--- src/hdl/ptss_pkg.sv ---
// shared types and constants of the periodic task slot scheduler
package ptss_pkg;

  localparam int JOB_W  = 8;
  localparam int LEFT_W = 16;
  localparam int MS_W   = 32;

  localparam logic       ACT_TICK = 1'b0;
  localparam logic       ACT_ADD  = 1'b1;
  localparam logic       STAT_OK   = 1'b0;
  localparam logic       STAT_FULL = 1'b1;
  localparam logic signed [LEFT_W-1:0] RUNS_FOREVER = -16'sd1;
  localparam logic signed [LEFT_W-1:0] LEFT_MIN     = -16'sd32768;

  typedef struct packed {
    logic                     action;
    logic [MS_W-1:0]          now_ms;
    logic [MS_W-1:0]          period;
    logic signed [LEFT_W-1:0] runs;
    logic [JOB_W-1:0]         job_id;
  } in_item_t;

  typedef struct packed {
    logic [JOB_W-1:0] fired_id;
    logic             fired;
    logic             finished;
    logic             status;
    logic             last;
  } out_item_t;

  typedef struct packed {
    logic fire;
    logic gone;
  } eval_flags_t;

  typedef enum logic [1:0] {
    ST_IDLE,
    ST_READ,
    ST_EVAL
  } sched_state_t;

endpackage

--- src/hdl/ptss_ram.sv ---
// generic single write port ram with registered read
module ptss_ram #(
  parameter int WIDTH = 8,
  parameter int DEPTH = 8
) (
  input  logic                                   clk,
  input  logic                                   wr_en,
  input  logic [(DEPTH > 1 ? $clog2(DEPTH) : 1)-1:0] wr_addr,
  input  logic [WIDTH-1:0]                       wr_data,
  input  logic [(DEPTH > 1 ? $clog2(DEPTH) : 1)-1:0] rd_addr,
  output logic [WIDTH-1:0]                       rd_data
);

  logic [WIDTH-1:0] mem [DEPTH];
  logic [WIDTH-1:0] rd_data_r;

  always_ff @(posedge clk) begin
    if (wr_en) begin
      mem[wr_addr] <= wr_data;
    end
    rd_data_r <= mem[rd_addr];
  end

  assign rd_data = rd_data_r;

endmodule

--- src/hdl/ptss_slot_eval.sv ---
// due check and run count update of one slot
module ptss_slot_eval
  import ptss_pkg::*;
#(
  parameter int TIME_BITS = 32
) (
  input  logic [TIME_BITS-1:0]     now,
  input  logic [TIME_BITS-1:0]     last_run,
  input  logic [TIME_BITS-1:0]     period,
  input  logic signed [LEFT_W-1:0] left,
  input  logic                     endless,
  output logic [TIME_BITS-1:0]     last_run_nxt,
  output logic signed [LEFT_W-1:0] left_nxt,
  output eval_flags_t              flags
);

  logic [TIME_BITS-1:0]   elapsed;
  logic                   fire;
  logic signed [LEFT_W:0] left_dec;

  always_comb begin
    elapsed      = now - last_run;
    fire         = (elapsed >= period);
    last_run_nxt = fire ? (last_run + period) : last_run;
    // one bit wider so the step below the minimum is seen
    left_dec     = {left[LEFT_W-1], left} - (LEFT_W+1)'(fire);
    if (endless) begin
      left_nxt = left;
    end else if (left_dec[LEFT_W] != left_dec[LEFT_W-1]) begin
      left_nxt = LEFT_MIN;
    end else begin
      left_nxt = left_dec[LEFT_W-1:0];
    end
    flags.fire = fire;
    flags.gone = !endless && (left_dec <= 0);
  end

endmodule

--- src/hdl/periodic_task_slot_scheduler.sv ---
// top level of the periodic task slot scheduler
//
// usage
//   items go in through start / busy / in_item: a transfer happens at a rising
//   edge with start high and busy low. action selects add or tick.
//   results leave on out_item, each shown for one cycle with out_strobe high;
//   the receiver cannot hold them off, so the block never waits for it.
//   out_item.last marks the final result of an item.
// add and tick
//   add: result in the cycle after the transfer, busy stays low.
//   tick: the slot table sits in one ram with registered read: each slot goes
//   through a read state and an evaluate/write-back state.
//   a firing result is held back until the next firing or the end of the
//   walk so that last can be set on the final one; the trailing result shows
//   in the cycle after the closing read, when busy is already low again.
// reset
//   rst_n is synchronous, active low; the table is emptied by clearing the
//   slot count only, the ram contents are not touched.
// removal keeps order: surviving slots are written back at a trailing index.
module periodic_task_slot_scheduler
  import ptss_pkg::*;
#(
  parameter int SLOT_COUNT = 8,
  parameter int TIME_BITS  = 32
) (
  input  logic      clk,
  input  logic      rst_n,
  input  logic      start,
  output logic      busy,
  input  in_item_t  in_item,
  output logic      out_strobe,
  output out_item_t out_item
);

  localparam int IDX_W = (SLOT_COUNT > 1) ? $clog2(SLOT_COUNT) : 1;
  localparam int CNT_W = $clog2(SLOT_COUNT + 1);

  typedef struct packed {
    logic                     endless;
    logic signed [LEFT_W-1:0] left;
    logic [TIME_BITS-1:0]     last_run;
    logic [TIME_BITS-1:0]     period;
    logic [JOB_W-1:0]         job;
  } slot_t;

  localparam int SLOT_W = $bits(slot_t);

  sched_state_t state_r, state_nxt;
  logic [CNT_W-1:0]     used_r, used_nxt;
  logic [CNT_W-1:0]     rd_idx_r, rd_idx_nxt;   // slot being walked
  logic [CNT_W-1:0]     wr_idx_r, wr_idx_nxt;   // compaction target
  logic [TIME_BITS-1:0] now_r, now_nxt;
  logic                 pend_v_r, pend_v_nxt;
  out_item_t            pend_r, pend_nxt;
  logic                 out_strobe_r, out_strobe_nxt;
  out_item_t            out_item_r, out_item_nxt;

  // ram side
  logic                 ram_we;
  logic [IDX_W-1:0]     ram_waddr;
  slot_t                ram_wslot;
  logic [IDX_W-1:0]     ram_raddr;
  logic [SLOT_W-1:0]    ram_rdata;
  slot_t                cur_slot;

  // evaluation of the slot just read
  logic [TIME_BITS-1:0]     ev_last_run;
  logic signed [LEFT_W-1:0] ev_left;
  eval_flags_t              ev_flags;

  assign cur_slot = slot_t'(ram_rdata);

  ptss_ram #(
    .WIDTH (SLOT_W),
    .DEPTH (SLOT_COUNT)
  ) u_slot_ram (
    .clk     (clk),
    .wr_en   (ram_we),
    .wr_addr (ram_waddr),
    .wr_data (SLOT_W'(ram_wslot)),
    .rd_addr (ram_raddr),
    .rd_data (ram_rdata)
  );

  ptss_slot_eval #(
    .TIME_BITS (TIME_BITS)
  ) u_eval (
    .now          (now_r),
    .last_run     (cur_slot.last_run),
    .period       (cur_slot.period),
    .left         (cur_slot.left),
    .endless      (cur_slot.endless),
    .last_run_nxt (ev_last_run),
    .left_nxt     (ev_left),
    .flags        (ev_flags)
  );

  always_ff @(posedge clk) begin
    if (!rst_n) begin
      state_r      <= ST_IDLE;
      used_r       <= '0;
      pend_v_r     <= 1'b0;
      out_strobe_r <= 1'b0;
    end else begin
      state_r      <= state_nxt;
      used_r       <= used_nxt;
      pend_v_r     <= pend_v_nxt;
      out_strobe_r <= out_strobe_nxt;
    end
  end

  always_ff @(posedge clk) begin
    rd_idx_r   <= rd_idx_nxt;
    wr_idx_r   <= wr_idx_nxt;
    now_r      <= now_nxt;
    pend_r     <= pend_nxt;
    out_item_r <= out_item_nxt;
  end

  always_comb begin
    state_nxt      = state_r;
    used_nxt       = used_r;
    rd_idx_nxt     = rd_idx_r;
    wr_idx_nxt     = wr_idx_r;
    now_nxt        = now_r;
    pend_v_nxt     = pend_v_r;
    pend_nxt       = pend_r;
    out_strobe_nxt = 1'b0;
    out_item_nxt   = out_item_r;

    ram_we         = 1'b0;
    ram_waddr      = used_r[IDX_W-1:0];
    ram_raddr      = rd_idx_r[IDX_W-1:0];

    ram_wslot.job      = in_item.job_id;
    ram_wslot.period   = TIME_BITS'(in_item.period);
    ram_wslot.last_run = TIME_BITS'(in_item.now_ms);
    ram_wslot.left     = in_item.runs;
    ram_wslot.endless  = (in_item.runs == RUNS_FOREVER);

    unique case (state_r)
      ST_IDLE: begin
        if (start) begin
          if (in_item.action == ACT_ADD) begin
            out_strobe_nxt        = 1'b1;
            out_item_nxt          = '0;
            out_item_nxt.last     = 1'b1;
            if (used_r == CNT_W'(SLOT_COUNT)) begin
              out_item_nxt.status = STAT_FULL;
            end else begin
              out_item_nxt.status = STAT_OK;
              ram_we              = 1'b1;
              used_nxt            = used_r + 1'b1;
            end
          end else begin
            now_nxt    = TIME_BITS'(in_item.now_ms);
            rd_idx_nxt = '0;
            wr_idx_nxt = '0;
            pend_v_nxt = 1'b0;
            state_nxt  = ST_READ;
          end
        end
      end

      ST_READ: begin
        if (rd_idx_r == used_r) begin
          // end of walk: release the held firing or an empty result
          out_strobe_nxt = 1'b1;
          if (pend_v_r) begin
            out_item_nxt = pend_r;
          end else begin
            out_item_nxt = '0;
          end
          out_item_nxt.last = 1'b1;
          pend_v_nxt        = 1'b0;
          used_nxt          = wr_idx_r;
          state_nxt         = ST_IDLE;
        end else begin
          state_nxt = ST_EVAL;
        end
      end

      ST_EVAL: begin
        ram_waddr          = wr_idx_r[IDX_W-1:0];
        ram_wslot          = cur_slot;
        ram_wslot.last_run = ev_last_run;
        ram_wslot.left     = ev_left;
        ram_we             = !ev_flags.gone;
        if (!ev_flags.gone) begin
          wr_idx_nxt = wr_idx_r + 1'b1;
        end
        if (ev_flags.fire) begin
          if (pend_v_r) begin
            out_strobe_nxt    = 1'b1;
            out_item_nxt      = pend_r;
            out_item_nxt.last = 1'b0;
          end
          pend_v_nxt        = 1'b1;
          pend_nxt.fired_id = cur_slot.job;
          pend_nxt.fired    = 1'b1;
          pend_nxt.finished = ev_flags.gone;
          pend_nxt.status   = STAT_OK;
          pend_nxt.last     = 1'b0;
        end
        rd_idx_nxt = rd_idx_r + 1'b1;
        state_nxt  = ST_READ;
      end

      default: begin
        state_nxt = ST_IDLE;
      end
    endcase
  end

  assign busy       = (state_r != ST_IDLE);
  assign out_strobe = out_strobe_r;
  assign out_item   = out_item_r;

endmodule

--- config.mk ---
export PLATFORM = sky130hd
export DESIGN_NAME = periodic_task_slot_scheduler
export DESIGN_NICKNAME = d
export VERILOG_FILES = /design/src/hdl/ptss_pkg.sv /design/src/hdl/ptss_ram.sv /design/src/hdl/ptss_slot_eval.sv /design/src/hdl/periodic_task_slot_scheduler.sv
export SDC_FILE = /design/constraint.sdc
export NUM_CORES = 1
export LEC_CHECK = 0
export ABC_AREA = 1
export BUFFER_PORTS_ARGS = -buffer_cell sky130_fd_sc_hd__buf_2
export CORE_UTILIZATION = 45
export DETAILED_ROUTE_END_ITERATION = 12
export SETUP_SLACK_MARGIN = 0.15
export SLEW_MARGIN = 5
export SYNTH_ARGS = -nofsm -noshare
export SYNTH_HDL_FRONTEND = slang
export SYNTH_SLANG_ARGS = --single-unit
--- constraint.sdc ---
create_clock -name clk -period 10.6 [get_ports clk]
set_input_delay 0.53 -clock clk [delete_from_list [all_inputs] [get_ports clk]]
set_output_delay 0.53 -clock clk [all_outputs]
set_load 0.005 [all_outputs]
==> results by group <==
Synthesis
  – Mapped Avg Cell Area: 10.9 sq um
  – Main synth FF type: edfxtp_1
  – Yosys cell types: 51
  – Synth area leader: edfxtp_1
  – Synth Warn #: 0
  – Synth Instances: 3507
  – Number of synthesized register bits: 870
  – Syn_nets: 3707
  – EDFF count, synth: 773
  – Post-synth top area share: 60.7%
  – Ys async rst share: 0%
  – Synthesized area: 0.0382 sq mm
  – Top post-synthesis cells by area: edfxtp_1 (61%), nor2_1 (7.3%), o21ai_0 (5.7%)
  – Register area share after synthesis: 65.8%

Detailed routing
  – Routed wire length: 103000 microns
  – Post-DRT Antenna Nets: 0
  – WL per Instance: 21.6 microns
  – Via/cell ratio: 5.50
  – Via count: 26300
  – First DRT Iteration DRCs: 2318
  – First-pass DRT Iterations: 5
  – DRC errors left: 0

Die
  – Die X: 293 microns
  – Core area: 0.0838 sq mm
  – Die Area: 0.0861 sq mm
  – Row Count: 106
  – Chip height: 293 microns
  – Ports: 106
  – Initial Utilization: 45.6%

Global routing
  – Vias in the first global route: 25100
  – Initial antenna violation count: 4
  – Total grt overflow: 0
  – Largest net degree at the start of global routing: 199
  – First-pass GRT wire length: 155000 microns
  – Tot GR Track Use: 23.9%

Setup path
  – WP data arrival: 7.32 ns
  – Worst flop-to-flop path startpoint: now_r[0]
  – Crit-path max FO: 71
  – Worst path max stage delay: 0.74 ns
  – Most used cell, CP: nand2_1
  – CP startpoint kind: register
  – Crit Path Category: reg -> reg
  – Endpoint class of the critical path: register
  – Worst R2R Setup Slack: 3.56 ns
  – Slowest-stage cell, CP: a21oi_4
  – FF-to-FF path depth: 33
  – CP required: 10.87 ns
  – R2R Path End: u_slot_ram.mem[0][55]

Clock network
  – Clk slew on worst S/H paths: 0.06 ns
  – CTS sink cnt: 870
  – CTS H-tree depth: 3
  – Setup Buffers After CTS: 0
  – Clock buffer depth: 3
  – Hold_buf cts: 0
  – Post-CTS sizing: 0
  – TritonCTS clock tree: built
  – Worst skew pair latency: 0.65 ns
  – Number of buffers created by CTS: 90
  – Clk root buf: clkbuf_16

Worst hold path
  – Hold Startpoint: in_item[87]
  – Hold Path Cell Cnt: 1
  – Worst Hold Class: in -> reg
  – Hold endpoint: now_r[31]

Finish
  – Nets: 3767
  – Layout cells sized above 1: 8.87%
  – Fillers: 7521
  – Antenna Cells: 0
  – Area growth syn-to-layout: 12.3%

Flow run
  – Max cap viols: 0

Timing
  – Clock skew: 0.0279 ns
  – Final cycle utilization of the critical path: 66.4%
  – Relative slew margins: 28.6%
  – Final hold violation count: 0
  – RSZ-0062 raised after global routing: no
  – Actual slew at the worst max-slew pin: 1.06 ns
  – Post-layout min period: 7.04 ns
  – FMAX: 0.142 GHz
  – Final setup fails: 0
  – Max-slew violation count: 0
  – Setup_tns: 0 ns

Power
  – Clk pwr share: 23.0%
  – Maximum vdd ir drop: 0.262 mV
  – NetSw: 5.63 mW
  – Leakage power: 15.7 nW
  – P per Cell Area: 323 mW/mm^2
  – Cell Int Power: 8.21 mW
  – Combinational group share of total power: 40.5%
  – Sw Share: 40.7%
  – Part of the power in registers: 36.6%
  – Final Power: 13.8 mW

Place
  – GPL Wtd Cong: 0.953
  – Port buffer count: 105
  – DP HPWL: 63100 microns

Outcome
  – Status: finished, final reports clean
## stage by stage
step,std cells,setup WS [ns],hold WS [ns],util (%),cell area [sq um]
3_3_place_gp,4609,3.70,0.414,47.6,39900
3_5_place_dp,4609,3.61,0.422,47.6,39900
4_1_cts,4775,3.57,0.0546,51.2,42900
6_report,4775,3.56,0.0873,51.2,42900
5_1_grt,4775,3.03,0.0636,51.2,42900
2_1_floorplan,3507,1.60,0.409,-,38200
## cell families after synthesis
family	Yosys count	share of synthesized area [%]
compound gates	800	11.5
xor+xnor	61	1.42
fa+ha+maj	108	3.57
buf+inv	353	3.71
flops	870	65.8
simple gates	1315	14.0
## cell usage after synthesis, types with 3 or more instances
master	n
nor4_1	6
inv_2	3
a31oi_1	96
inv_1	179
o21ai_0	434
a22oi_1	3
nor3_1	16
xnor2_1	17
nand3_1	90
a21o_1	12
o21a_1	5
o221ai_1	6
o211ai_1	10
nand3b_1	4
o22ai_1	90
or2_2	5
buf_6	3
nand2_2	6
o21ai_1	15
ha_1	106
a21oi_1	107
clkbuf_1	94
nor2_2	7
xor2_1	43
nor2_1	739
a21boi_0	3
nor2_4	3
dfxtp_1	97
buf_2	49
nand2_1	382
nand4_1	51
edfxtp_1	773
o21bai_1	6
a21oi_2	3
buf_1	22
## worst max path at each step
stage / end / depth (start not counted) / slack [ns] / from
6_report: u_slot_ram.mem[0][55] / 33 / 3.56 / now_r[0]
4_1_cts: u_slot_ram.mem[0][31] / 33 / 3.57 / now_r[0]
5_1_grt: u_slot_ram.mem[0][56] / 33 / 3.03 / now_r[0]
2_1_floorplan: u_slot_ram.mem[1][0] / 32 / 1.60 / now_r[0]
3_3_place_gp: u_slot_ram.mem[0][27] / 33 / 3.70 / now_r[0]
3_5_place_dp: u_slot_ram.mem[0][31] / 34 / 3.61 / now_r[0]
## power by group through the flow
stage	Combinational [mW]	Sequential (mW)	Clock, mW
6_report	5.60	5.06	3.18
5_1_grt	6.23	5.11	3.35
4_1_cts	5.58	5.06	3.23
3_5_place_dp	5.54	5.12	0
3_3_place_gp	5.55	5.12	0
2_1_floorplan	3.85	5.01	0
## worst max-delay path, delay by kind of cell (launching register included)
| family | cells | cell delay (ns) |
|---|---|---|
| AOI/OAI and AO/OA | 4 | 1.55 |
| and+or+nand+nor | 19 | 2.27 |
| adders and majority gates | 5 | 1.44 |
| xor gates and xnor gates | 1 | 0.23 |
| buffers and inverters | 4 | 0.63 |
| DFF | 1 | 0.36 |
## layer usage
| layer | up-vias | wire (microns) | GRT usage (%) |
|---|---|---|---|
| met1 | 12800 | 45800 | 33.4 |
| li1 | 12600 | - | - |
| met5 | - | 27 | 0 |
| met4 | 4 | 2420 | 6.31 |
| met3 | 138 | 6220 | 3.64 |
| met2 | 794 | 48700 | 38.7 |
## sequential cells by signal, summed over array words and instances (netlist names)
name,cells
now_r,32
out_item,12
out_strobe,1
pend_r,9
pend_v_r,1
rd_idx_r,4
state_r,2
u_slot_ram.mem,712
u_slot_ram.rd_data,89
used_r,4
wr_idx_r,4
## layout make-up
type | instances | area (sq um) | share of cell area (%)
Sequential cell | 870 | 25200 | 58.6
Clock buffer | 127 | 2620 | 6.09
Tap cell | 1134 | 1420 | 3.31
Timing Repair Buffer | 138 | 861 | 2.01
Inverter | 183 | 707 | 1.65
Multi-Input combinational cell | 2284 | 11800 | 27.4
Clock inverter | 39 | 382 | 0.889
## layout by cell type (no fill, tap or decap), drive strengths merged, types with 5 or more instances in the layout
cell type    n
o21ai      450
nand3       90
a31oi       96
bufinv       6
o21bai       7
nor4         6
buf        138
edfxtp     773
ha         106
o21a         5
clkbuf     127
a21oi      111
o211ai      10
clkinv      25
xor2        44
nand4       51
o221ai       6
or2          6
inv        188
o22ai       90
a21o        12
nand2      390
xnor2       17
nor2       750
dfxtp       97
nor3        16
No activity file was read; power rests on OpenSTA's default activity.
